===== config.mk =====
export PLATFORM = sky130hd
export DESIGN_NAME = keypad_debounce_event_queue
export DESIGN_NICKNAME = d
export VERILOG_FILES = /design/src/kdq_pkg.sv /design/src/kdq_queue.sv /design/src/keypad_debounce_event_queue.sv
export SDC_FILE = /design/constraint.sdc
export NUM_CORES = 1
export LEC_CHECK = 0
export BUFFER_PORTS_ARGS = -buffer_cell sky130_fd_sc_hd__buf_2
export CORE_MARGIN = 2
export CORE_UTILIZATION = 50
export CTS_CLUSTER_DIAMETER = 50
export DETAILED_ROUTE_END_ITERATION = 16
export PLACE_DENSITY_LB_ADDON = 0.25
export RECOVER_POWER = 50
export SYNTH_ARGS = -nofsm -noshare
export SYNTH_HDL_FRONTEND = slang
export SYNTH_SLANG_ARGS = --single-unit

===== constraint.sdc =====
create_clock -name clk -period 30 [get_ports clk]
set_input_delay 7.5 -clock clk [delete_from_list [all_inputs] [get_ports clk]]
set_output_delay 7.5 -clock clk [all_outputs]
set_load 0.01 [all_outputs]

===== src/kdq_pkg.sv =====
package kdq_pkg;

  localparam int ROWS_DEF           = 4;
  localparam int COLS_DEF           = 4;
  localparam int QUEUE_DEPTH_DEF    = 16;
  localparam int STABLE_SAMPLES_DEF = 3;

  localparam int DEBOUNCE_W   = 10;
  localparam int LONG_PRESS_W = 14;
  localparam int CFG_DATA_W   = 14;
  localparam int CFG_IDX_W    = 2;
  localparam int MASK_W       = 16;
  localparam int LEVEL_W      = 5;
  localparam int TIME_W       = 32;
  localparam int CNT_W        = 4;

  localparam logic [DEBOUNCE_W-1:0]   DEBOUNCE_RST   = 10'd20;
  localparam logic [DEBOUNCE_W-1:0]   DEBOUNCE_MAX   = 10'd1000;
  localparam logic [LONG_PRESS_W-1:0] LONG_PRESS_RST = 14'd1000;
  localparam logic [LONG_PRESS_W-1:0] LONG_PRESS_MIN = 14'd100;
  localparam logic [LONG_PRESS_W-1:0] LONG_PRESS_MAX = 14'd10000;
  localparam logic [CNT_W-1:0]        SAMPLE_CNT_MAX = 4'd15;

  localparam logic ACT_SAMPLE = 1'b0;
  localparam logic ACT_POP    = 1'b1;

  typedef enum logic [CFG_IDX_W-1:0] {
    REG_DEBOUNCE   = 2'd0,
    REG_LONG_PRESS = 2'd1
  } reg_idx_t;

  typedef enum logic [1:0] {
    KS_RELEASED = 2'd0,
    KS_PRESSED  = 2'd1,
    KS_LONG     = 2'd2
  } kstate_t;

  typedef struct packed {
    logic              action;
    logic [1:0]        key_row;
    logic [1:0]        key_col;
    logic              level_pressed;
    logic [TIME_W-1:0] now_ms;
  } in_t;

  typedef struct packed {
    logic               event_valid;
    logic [1:0]         event_row;
    logic [1:0]         event_col;
    logic [1:0]         event_state;
    logic [1:0]         event_prev_state;
    logic [MASK_W-1:0]  key_mask;
    logic [LEVEL_W-1:0] queue_level;
  } out_t;

  typedef struct packed {
    logic [1:0] row;
    logic [1:0] col;
    kstate_t    state;
    kstate_t    prev;
  } event_t;

  typedef struct packed {
    kstate_t           state;
    kstate_t           prev;
    logic              pending;
    logic [CNT_W-1:0]  stable;
    logic [TIME_W-1:0] db_start;
    logic [TIME_W-1:0] press_start;
  } key_ent_t;

  typedef struct packed {
    logic push;
    logic pop;
  } q_req_t;

  typedef struct packed {
    logic               hit;
    logic [LEVEL_W-1:0] level;
  } q_sts_t;

endpackage


===== src/kdq_queue.sv =====
module kdq_queue
  import kdq_pkg::*;
#(
  parameter int QUEUE_DEPTH = QUEUE_DEPTH_DEF
) (
  input  logic   clk,
  input  logic   rst_n,
  input  q_req_t req,
  input  event_t push_ev,
  output q_sts_t sts,
  output event_t rd_ev
);

  localparam int PW = $clog2(QUEUE_DEPTH);
  localparam int FW = $clog2(QUEUE_DEPTH + 1);
  localparam logic [PW-1:0] PTR_LAST = PW'(QUEUE_DEPTH - 1);
  localparam logic [FW-1:0] FILL_FULL = FW'(QUEUE_DEPTH);

  event_t        mem [QUEUE_DEPTH];
  event_t        rd_ev_r;
  logic [PW-1:0] wr_ptr_r, wr_ptr_nxt;
  logic [PW-1:0] rd_ptr_r, rd_ptr_nxt;
  logic [FW-1:0] fill_r, fill_nxt;
  logic          full;
  logic          hit;

  function automatic logic [PW-1:0] ptr_inc(input logic [PW-1:0] p);
    return (p == PTR_LAST) ? '0 : p + PW'(1);
  endfunction

  assign full = (fill_r == FILL_FULL);
  assign hit  = req.pop && (fill_r != '0);

  always_comb begin
    wr_ptr_nxt = wr_ptr_r;
    rd_ptr_nxt = rd_ptr_r;
    fill_nxt   = fill_r;
    if (req.push) begin
      wr_ptr_nxt = ptr_inc(wr_ptr_r);
      if (full) begin
        rd_ptr_nxt = ptr_inc(rd_ptr_r);
      end else begin
        fill_nxt = fill_r + FW'(1);
      end
    end else if (hit) begin
      rd_ptr_nxt = ptr_inc(rd_ptr_r);
      fill_nxt   = fill_r - FW'(1);
    end
  end

  always_ff @(posedge clk) begin
    if (!rst_n) begin
      wr_ptr_r <= '0;
      rd_ptr_r <= '0;
      fill_r   <= '0;
    end else begin
      wr_ptr_r <= wr_ptr_nxt;
      rd_ptr_r <= rd_ptr_nxt;
      fill_r   <= fill_nxt;
    end
  end

  always_ff @(posedge clk) begin
    if (req.push) begin
      mem[wr_ptr_r] <= push_ev;
    end
    if (hit) begin
      rd_ev_r <= mem[rd_ptr_r];
    end
  end

  assign sts.hit   = hit;
  assign sts.level = LEVEL_W'(fill_nxt);
  assign rd_ev     = rd_ev_r;

endmodule


===== src/keypad_debounce_event_queue.sv =====
// Channel | Direction | Handshake          | Word
// in_     | input     | in_valid/in_stall   | in_t: action, key, level, timestamp
// out_    | output    | out_valid/out_stall | out_t: popped event, key mask, queue level
// cfg_    | input     | cfg_valid/cfg_ready | cfg_index, cfg_data (ready always high)
//
// Three-stage flow: key entry read, update and write back, output register.
// out_valid is s2_v_r: it rises when the word moves from s1 into the output register.
// One word per cycle sustained while out_stall is low; the key memory read-modify-write
// and its forwarding path set that figure.
// Synchronous reset clears key valid bits, pressed mask, queue pointers and pipeline.
// out_stall with both stages full holds both words and raises in_stall in the same cycle.
module keypad_debounce_event_queue
  import kdq_pkg::*;
#(
  parameter int ROWS           = ROWS_DEF,
  parameter int COLS           = COLS_DEF,
  parameter int QUEUE_DEPTH    = QUEUE_DEPTH_DEF,
  parameter int STABLE_SAMPLES = STABLE_SAMPLES_DEF
) (
  input  logic                  clk,
  input  logic                  rst_n,
  input  logic                  in_valid,
  output logic                  in_stall,
  input  in_t                   in_data,
  output logic                  out_valid,
  input  logic                  out_stall,
  output out_t                  out_data,
  input  logic                  cfg_valid,
  output logic                  cfg_ready,
  input  logic [CFG_IDX_W-1:0]  cfg_index,
  input  logic [CFG_DATA_W-1:0] cfg_data
);

  localparam int NKEYS = ROWS * COLS;
  localparam int KW    = (NKEYS > 1) ? $clog2(NKEYS) : 1;
  localparam logic [CNT_W-1:0] STABLE_REQ = CNT_W'(STABLE_SAMPLES);

  logic [DEBOUNCE_W-1:0]   debounce_r;
  logic [LONG_PRESS_W-1:0] long_press_r;

  key_ent_t          key_mem [NKEYS];
  logic [NKEYS-1:0]  kvalid_r;
  logic [NKEYS-1:0]  pressed_r, pressed_nxt;

  logic              in_acc;
  logic              in_range;
  logic [KW-1:0]     raddr;

  logic              s1_v_r;
  in_t               s1_r;
  logic              s1_inr_r;
  logic [KW-1:0]     s1_k_r;
  key_ent_t          krd_r;
  logic              kvld_rd_r;
  logic              fwd_r;
  key_ent_t          fwd_ent_r;
  logic              s1_adv;

  key_ent_t          ent, nent;
  kstate_t           ns;
  logic              chg;
  logic              held;
  logic [TIME_W-1:0] db_diff, lp_diff;
  logic              wr;

  q_req_t            q_req;
  q_sts_t            q_sts;
  event_t            push_ev;
  event_t            rd_ev;

  logic              s2_v_r;
  logic              s2_hit_r;
  logic [MASK_W-1:0] s2_mask_r, mask_nxt;
  logic [LEVEL_W-1:0] s2_lvl_r;

  assign cfg_ready = 1'b1;

  always_ff @(posedge clk) begin
    if (!rst_n) begin
      debounce_r   <= DEBOUNCE_RST;
      long_press_r <= LONG_PRESS_RST;
    end else if (cfg_valid) begin
      unique case (cfg_index)
        REG_DEBOUNCE: begin
          if (cfg_data[DEBOUNCE_W-1:0] <= DEBOUNCE_MAX) begin
            debounce_r <= cfg_data[DEBOUNCE_W-1:0];
          end
        end
        REG_LONG_PRESS: begin
          if (cfg_data >= LONG_PRESS_MIN && cfg_data <= LONG_PRESS_MAX) begin
            long_press_r <= cfg_data;
          end
        end
        default: ;
      endcase
    end
  end

  // accept and key memory read
  assign in_range = (int'(in_data.key_row) < ROWS) && (int'(in_data.key_col) < COLS);
  assign raddr    = in_range ? KW'(int'(in_data.key_row) * COLS + int'(in_data.key_col))
                             : '0;
  assign s1_adv   = s1_v_r && (!s2_v_r || !out_stall);
  assign in_stall = s1_v_r && !s1_adv;
  assign in_acc   = in_valid && !in_stall;

  always_ff @(posedge clk) begin
    if (!rst_n) begin
      s1_v_r <= 1'b0;
    end else if (in_acc) begin
      s1_v_r <= 1'b1;
    end else if (s1_adv) begin
      s1_v_r <= 1'b0;
    end
  end

  always_ff @(posedge clk) begin
    if (in_acc) begin
      s1_r      <= in_data;
      s1_inr_r  <= in_range;
      s1_k_r    <= raddr;
      krd_r     <= key_mem[raddr];
      kvld_rd_r <= kvalid_r[raddr];
      fwd_r     <= wr && (s1_k_r == raddr);
      fwd_ent_r <= nent;
    end
    if (wr) begin
      key_mem[s1_k_r] <= nent;
    end
  end

  // update stage
  always_comb begin
    ent     = fwd_r ? fwd_ent_r : (kvld_rd_r ? krd_r : key_ent_t'('0));
    nent    = ent;
    ns      = ent.state;
    chg     = 1'b0;
    held    = (ent.state != KS_RELEASED);
    db_diff = ent.pending ? s1_r.now_ms - ent.db_start : '0;
    lp_diff = s1_r.now_ms - ent.press_start;
    if (s1_r.level_pressed == held) begin
      nent.pending = 1'b0;
      nent.stable  = '0;
    end else begin
      if (!ent.pending) begin
        nent.pending  = 1'b1;
        nent.db_start = s1_r.now_ms;
        nent.stable   = CNT_W'(1);
      end else if (ent.stable < SAMPLE_CNT_MAX) begin
        nent.stable = ent.stable + CNT_W'(1);
      end
      if (nent.stable >= STABLE_REQ && db_diff >= TIME_W'(debounce_r)) begin
        nent.pending = 1'b0;
        nent.stable  = '0;
        chg          = 1'b1;
        if (s1_r.level_pressed) begin
          nent.press_start = s1_r.now_ms;
          ns               = KS_PRESSED;
        end else begin
          ns = KS_RELEASED;
        end
      end
    end
    if (s1_r.level_pressed && !chg && ent.state == KS_PRESSED &&
        lp_diff >= TIME_W'(long_press_r)) begin
      chg = 1'b1;
      ns  = KS_LONG;
    end
    if (chg) begin
      nent.prev  = ent.state;
      nent.state = ns;
    end
  end

  assign wr = s1_adv && (s1_r.action == ACT_SAMPLE) && s1_inr_r;

  assign push_ev.row   = s1_r.key_row;
  assign push_ev.col   = s1_r.key_col;
  assign push_ev.state = nent.state;
  assign push_ev.prev  = nent.prev;
  assign q_req.push    = wr && chg;
  assign q_req.pop     = s1_adv && (s1_r.action == ACT_POP);

  always_comb begin
    pressed_nxt = pressed_r;
    if (wr) begin
      pressed_nxt[s1_k_r] = (nent.state != KS_RELEASED);
    end
  end

  always_ff @(posedge clk) begin
    if (!rst_n) begin
      kvalid_r  <= '0;
      pressed_r <= '0;
    end else begin
      pressed_r <= pressed_nxt;
      if (wr) begin
        kvalid_r[s1_k_r] <= 1'b1;
      end
    end
  end

  for (genvar i = 0; i < MASK_W; i++) begin : g_mask
    if (i < NKEYS) begin : g_key
      assign mask_nxt[i] = pressed_nxt[i];
    end else begin : g_none
      assign mask_nxt[i] = 1'b0;
    end
  end

  kdq_queue #(
    .QUEUE_DEPTH(QUEUE_DEPTH)
  ) u_queue (
    .clk    (clk),
    .rst_n  (rst_n),
    .req    (q_req),
    .push_ev(push_ev),
    .sts    (q_sts),
    .rd_ev  (rd_ev)
  );

  // output register
  always_ff @(posedge clk) begin
    if (!rst_n) begin
      s2_v_r <= 1'b0;
    end else if (s1_adv) begin
      s2_v_r <= 1'b1;
    end else if (!out_stall) begin
      s2_v_r <= 1'b0;
    end
  end

  always_ff @(posedge clk) begin
    if (s1_adv) begin
      s2_hit_r  <= q_sts.hit;
      s2_mask_r <= mask_nxt;
      s2_lvl_r  <= q_sts.level;
    end
  end

  assign out_valid                 = s2_v_r;
  assign out_data.event_valid      = s2_hit_r;
  assign out_data.event_row        = s2_hit_r ? rd_ev.row : 2'd0;
  assign out_data.event_col        = s2_hit_r ? rd_ev.col : 2'd0;
  assign out_data.event_state      = s2_hit_r ? rd_ev.state : KS_RELEASED;
  assign out_data.event_prev_state = s2_hit_r ? rd_ev.prev : KS_RELEASED;
  assign out_data.key_mask         = s2_mask_r;
  assign out_data.queue_level      = s2_lvl_r;

endmodule


# ---- After elaboration in Yosys (flattened, before gate mapping)
# Memories as Yosys holds them, arrays and structs flattened. A register that Yosys moved wholly into a read port is not among the register bits.
# Cells that the tools add are included.
dict set report op_classes {
  multipliers 0
  n_bitwise 2
  add_sub_neg 8
  n_reduce_logical 29
  n_lt_le_gt_ge 10
  n_mux 46
  div 0
  eq_ne 9
  n_shift 0
}
# op n
set ops {}
lappend ops {{$mux W73} 2}
lappend ops {{$mux W32} 4}
lappend ops {{$mux W64} 1}
lappend ops {{$sub A32 B32 Y32} 2}
lappend ops {{$mux W4} 9}
lappend ops {{$ge A32 B10 Y1} 1}
lappend ops {{$ge A32 B14 Y1} 1}
lappend ops {{$mux W5} 5}
lappend ops {{$bwmux W16} 1}
lappend ops {{$mux W16} 1}
lappend ops {{$or A16 B16 Y16} 1}
lappend ops {{$ge A14 B7 Y1 const B} 1}
lappend ops {{$le A14 B14 Y1 const B} 1}
lappend ops {{$logic_and A1 B1 Y1} 14}
lappend ops {{$mux W1} 14}
lappend ops {{$mux W2} 7}
lappend ops {{$add A4 B1 Y4 const B} 3}
lappend ops {{$le A10 B10 Y1 const B} 1}
lappend ops {{$lt A4 B5 Y1 const B} 2}
lappend ops {{$eq A4 B4 Y1 const B} 2}
lappend ops {{$reduce_bool A2 Y1} 4}
lappend ops {{$reduce_and A3 Y1} 2}
lappend ops {{$add A5 B1 Y5 const B} 1}
lappend ops {{$eq A5 B5 Y1 const B} 1}
lappend ops {{17 further kinds} 23}
dict set report totals {
  out_inout_bits 33
  rom_bits 0
  latch_bits 0
  memories 2
  ff_bits 210
  wordCells 132
  ramBits 1296
  input_bits 59
}
# name depth width rd rd_ports_with_merged_regs wr line_no
set mem_list {}
lappend mem_list {key_mem 16 73 1 1 1 keypad_debounce_event_queue.sv:41} ;# key_ent_t key_mem [NKEYS];
lappend mem_list {u_queue.mem 16 8 1 1 1 kdq_queue.sv:19} ;# event_t mem [QUEUE_DEPTH];

# ---- Longest topological paths before layout
dict set report depth {
  ltp_word 19
  depth_mapped 31
  ltp_nobuf 23
}

# ---- By module
# From an unflattened synthesis, not the netlist that was laid out.
dict set report unflattened {
  cells_unflattened 3485
  area_unflattened_um2 65235.1
}
# module cells_per_inst seq_area_each_um2 area_per_inst_um2 instances
set by_module_without_submodules {}
lappend by_module_without_submodules {keypad_debounce_event_queue 3169 42480.7 59293.1 1}
lappend by_module_without_submodules {kdq_queue 316 4344.2 5941.9 1}

# ---- Worst setup path before layout
# No wires, ideal clock.
dict set report synth_timing {
  kind {input to register}
  start {input port out_stall}
  end {register fwd_ent_r[0] (netlist bit), enable pin}
  path_slack_ns 13.326
  t_arrival_ns 15.918
  path_stages 2
  path_buffers 0
  setup_ns 0.755
  t_required_ns 29.245
  cell_sequence {and3_1 -> nor2b_1}
}
dict set report synth_via {
  elab_chain_cells 7
}
# item line_no
set synth_rtl {}
lappend synth_rtl {{from (decl)} keypad_debounce_event_queue.sv:26} ;# input logic out_stall,
lappend synth_rtl {{$logic_not A1 Y1} n/a}
lappend synth_rtl {{$logic_or A1 B1 Y1} keypad_debounce_event_queue.sv:103} ;# assign s1_adv = s1_v_r && (!s2_v_r || !out_stall);
lappend synth_rtl {{$logic_and A1 B1 Y1} keypad_debounce_event_queue.sv:103}
lappend synth_rtl {{$logic_not A1 Y1} keypad_debounce_event_queue.sv:104} ;# assign in_stall = s1_v_r && !s1_adv;
lappend synth_rtl {{$logic_and A1 B1 Y1} keypad_debounce_event_queue.sv:104}
lappend synth_rtl {{$logic_not A1 Y1} keypad_debounce_event_queue.sv:105} ;# assign in_acc = in_valid && !in_stall;
lappend synth_rtl {{$logic_and A1 B1 Y1} keypad_debounce_event_queue.sv:105}
lappend synth_rtl {{net in_acc} keypad_debounce_event_queue.sv:45} ;# logic in_acc;
lappend synth_rtl {{to (signal assigned)} keypad_debounce_event_queue.sv:125} ;# fwd_ent_r <= nent;
lappend synth_rtl {{to (decl)} keypad_debounce_event_queue.sv:56} ;# key_ent_t fwd_ent_r;
# The timed path passes the listed nets, and every way through them passes these cells.
# A chain may end at the register's enable or synchronous reset.

# ---- Worst setup path after layout
dict set report layout_timing {
  start {input port in_data[33] (netlist bit)}
  end {register krd_r[29] (netlist name)}
}
dict set report layout_via {
  elab_chain_cells 1
}
# item line_no
set layout_rtl {}
lappend layout_rtl {{from (decl)} keypad_debounce_event_queue.sv:24} ;# input in_t in_data,
lappend layout_rtl {{$add A4 B2 Y4} keypad_debounce_event_queue.sv:101} ;# assign raddr = in_range ? KW'(int'(in_data.key_row) * COLS + int'(in_data.key_col))
# No other way between the ends.

==> results by group <==
Run status
  – Failing checks: capacitance limit, slew limit
  – Outcome: finished with violations

Global routing
  – Tot GR Track Use: 23.9%
  – Initial antenna violation count: 11
  – Vias in the first global route: 34100
  – First-pass GRT wire length: approximately 230 mm
  – Total gr overflow: 0
  – Largest net degree at the start of global routing: ~140

Synthesis
  – Sequential share of the synthesized area: 71.3%
  – Post-synthesis cell type count: approximately 100
  – Number of flops mapped to enable cells by yosys: 1512
  – Syn Inst Count: 3533
  – Syn Area/Cell: 18.6 µm²
  – Syn Nets: 3677
  – Synth Flop Type: edfxtp_1
  – Register bit total from synthesis: ~1600
  – Ys async rst share: 0%
  – Post-Syn Area: 65700 µm²
  – Synth Warn #: 0

Finish
  – Final #Nets: 3823
  – Area grow syn2layout: 11.6%
  – Commonest non-fill, non-tap cell in the layout: edfxtp_1
  – Post-route cell area: 73300 µm²
  – Share of cells above drive strength 1: 21.2%
  – Count of non-filler cells in the finished layout: 5559
  – Most frequent cells in the layout: edfxtp_1 (1512), mux4_2 (410), nor2_1 (177)
  – Share of the core filled with cells: 56.4%

Critical path
  – Reg2Reg Capture Point: key_mem[9][1]
  – Critical path class: primary input to register
  – Startpoint Class: primary input
  – Critical-path top delay cell: clkbuf_1
  – Crit path arrival time: 16.61 ns
  – Worst setup path end: krd_r[29]
  – Crit path max-delay family: buffers and inverters
  – Worst r2r src: fwd_r
  – Crit end category: register
  – CP most frequent cell: buf_4
  – WP depth: 6
  – Reg2Reg Setup Slack: 16.30 ns
  – Crit path cell chain: clkbuf_1 > buf_4 > buf_4 > buf_4 > mux4_2 > mux4_2
  – Worst EP required: 30.52 ns
  – Worst r2r path cells: 15
  – Critical Path Fanout Max: 77
  – WP buf/inv: 4
  – Slowest stage delay, CP: between 4 and 5 ns
  – CP startpoint: in_data[33]

Floorplanning
  – Core Region: around 130000 µm²
  – Initial Util: 50.5%
  – Die Area: 134000 µm²
  – Width of the die: 366 µm
  – Top Ports: 92
  – Number of cell rows: 132
  – Die Ht: between 300 and 400 µm

Timing
  – RSZ-0062 raised after global routing: false
  – Setup Viol. Count Final: 0
  – Clock Skews: 0.0363 ns
  – Max-slew violation count: 945
  – Tmin final: 16.09 ns
  – Relative slew slack: -365%
  – Final period utilization: 53.6%
  – Final WS setup: 13.91 ns
  – Least-Margin Pin Slew: 6.98 ns
  – WHS: 0.463 ns
  – Max Fclk: 62.2 MHz
  – Setup tns final: 0 ns
  – Hold Fails Final Rpt: 0

Power
  – Pwr dens: 68.0 nW/µm²
  – Worst vdd ir: 0.0000543 V
  – Leakage power: 23.8 nW
  – Total design power: 4.98 mW

Route
  – DR iter-0 viols: 3845
  – TritonRoute pass-1 iters: 6
  – DR vias/cell: roughly 6.2
  – Drt drc: 0
  – WL/cell: about 29 µm
  – Post-Route WL: about 160 mm
  – Via Count: approximately 35000
  – Routed Antenna Nets: 0

Placed design
  – Final HPWL from detailed placement: about 88 mm
  – Place WS: about 15 ns
  – Placed instance area: 68100 µm²
  – IO buf count: 90
  – Inst Count DP: 5249
  – GPL Wtd Cong: 0.940

Clock tree
  – CTS tree: yes
  – Post_cts resized: 0
  – CTS clk-pin slew, worst paths: roughly 0.060 ns
  – Hold_buf cts: 0
  – Clock root buffer: clkbuf_16
  – Worst skew pair latency: 0.81 ns
  – CTS Buf Count: about 170
  – Post-CTS setup buffer count: 0
  – CTS H-tree lvls: 4
  – Clk buf depth: 3
  – Sink Count: 1583

Hold path
  – Hold path depth: 2
  – Hold WC Path Type: register to register

Job
  – Max-cap violation count: 25
cells in the mapped netlist, drive strengths merged, types with 19 or more instances:
cell,n,area share (%)
a21oi,118,0.90
a31oi,20,0.21
nor2,177,1.0
o21ai,71,0.54
dfxtp,71,2.2
buf,70,0.58
mux4,410,14
ha,84,1.6
inv,105,0.60
a21o,21,0.24
nand2b,20,0.19
mux2i,61,0.93
and2,37,0.35
nand3,36,0.27
a22oi,61,0.70
nor3,39,0.31
xnor2,19,0.25
nand2,158,0.91
edfxtp,1512,69
clkbuf,101,0.58
xor2,25,0.33
nor4,19,0.20
nand4,25,0.24
o31ai,25,0.47
cell families (layout without fill, tap and decap cells):
family | Yosys count | count (layout) | share of synthesized area (%)
AO/OA/AOI/OAI | 456 | 456 | 4.92
XOR/XNOR | 44 | 44 | 0.587
adder cells (fa/ha/maj) | 93 | 93 | 1.75
buffers and inverters | 278 | 560 | 1.76
flip-flops | 1583 | 1583 | 71.3
multiplexers | 478 | 478 | 15.1
other | 1 | 3 | 0.00571
AND/OR/NAND/NOR | 600 | 600 | 4.56
worst register-to-register path: stages (launching register included):
cell and delay [ns]:
edfxtp_1 0.67, nor2b_1 1.36, clkbuf_1 2.06, a22oi_1 0.68, ha_1 0.73, nand4_1 0.45
or3_1 0.56, nor4_1 0.55, a31oi_1 0.19, a311o_1 0.36, o311ai_1 0.24, nor4_1 0.39
nor2_1 0.46, and3_2 0.25, clkbuf_1 2.80, mux2i_1 1.37
sequential cells by signal, indices dropped and copies added (netlist names), 4 cells and up:
register / flops
kvalid_r: 16
u_queue.rd_ev: 8
u_queue.wr_ptr_r: 4
debounce_r: 10
krd_r: 73
s2_mask_r: 16
fwd_ent_r: 73
long_press_r: 14
u_queue.mem: 128
pressed_r: 16
s1_r: 34
u_queue.fill_r: 5
s2_lvl_r: 5
key_mem: 1168
u_queue.rd_ptr_r: 4
per-layer routing:
metal | part of all wire [%] | vias up | track usage, %
met1 | 43 | 18200 | 34.9
met5 | 0.099 | - | 0.641
met2 | 46 | 1403 | 36.2
met4 | 2.8 | 9 | 7.65
met3 | 8.5 | 260 | 4.92
li1 | - | 14800 | -
area by class of cell:
cell class / count / area [µm²]
Antenna cell: 2 / 5.00
Clock buffer: 217 / 4540
Clock inverter: 89 / 888
Fill cell: 9782 / 56700
Inverter: 107 / 432
Multi-Input combinational cell: 1672 / 17600
Sequential cell: 1583 / 46800
Tap cell: 1742 / 2180
Timing Repair Buffer: 147 / 788
how the worst min path moves through the flow:
stage / startpoint / to / slack [ns]
global route: long_press_r[12] / long_press_r[12] / 0.49
detailed placement: long_press_r[12] / long_press_r[12] / 0.45
floorplan: kvalid_r[10] / kvalid_r[10] / 0.43
CTS: long_press_r[12] / long_press_r[12] / 0.46
finish: long_press_r[12] / long_press_r[12] / 0.46
global placement: kvalid_r[14] / kvalid_r[14] / 0.44
report_power, final:
group          total, mW  switching, mW  internal, mW
sequential          2.54         0.0237          2.52
clock               2.03          0.866          1.16
combinational      0.416          0.269         0.147
total               4.98           1.16          3.83
(Power assumes the default switching activity.)
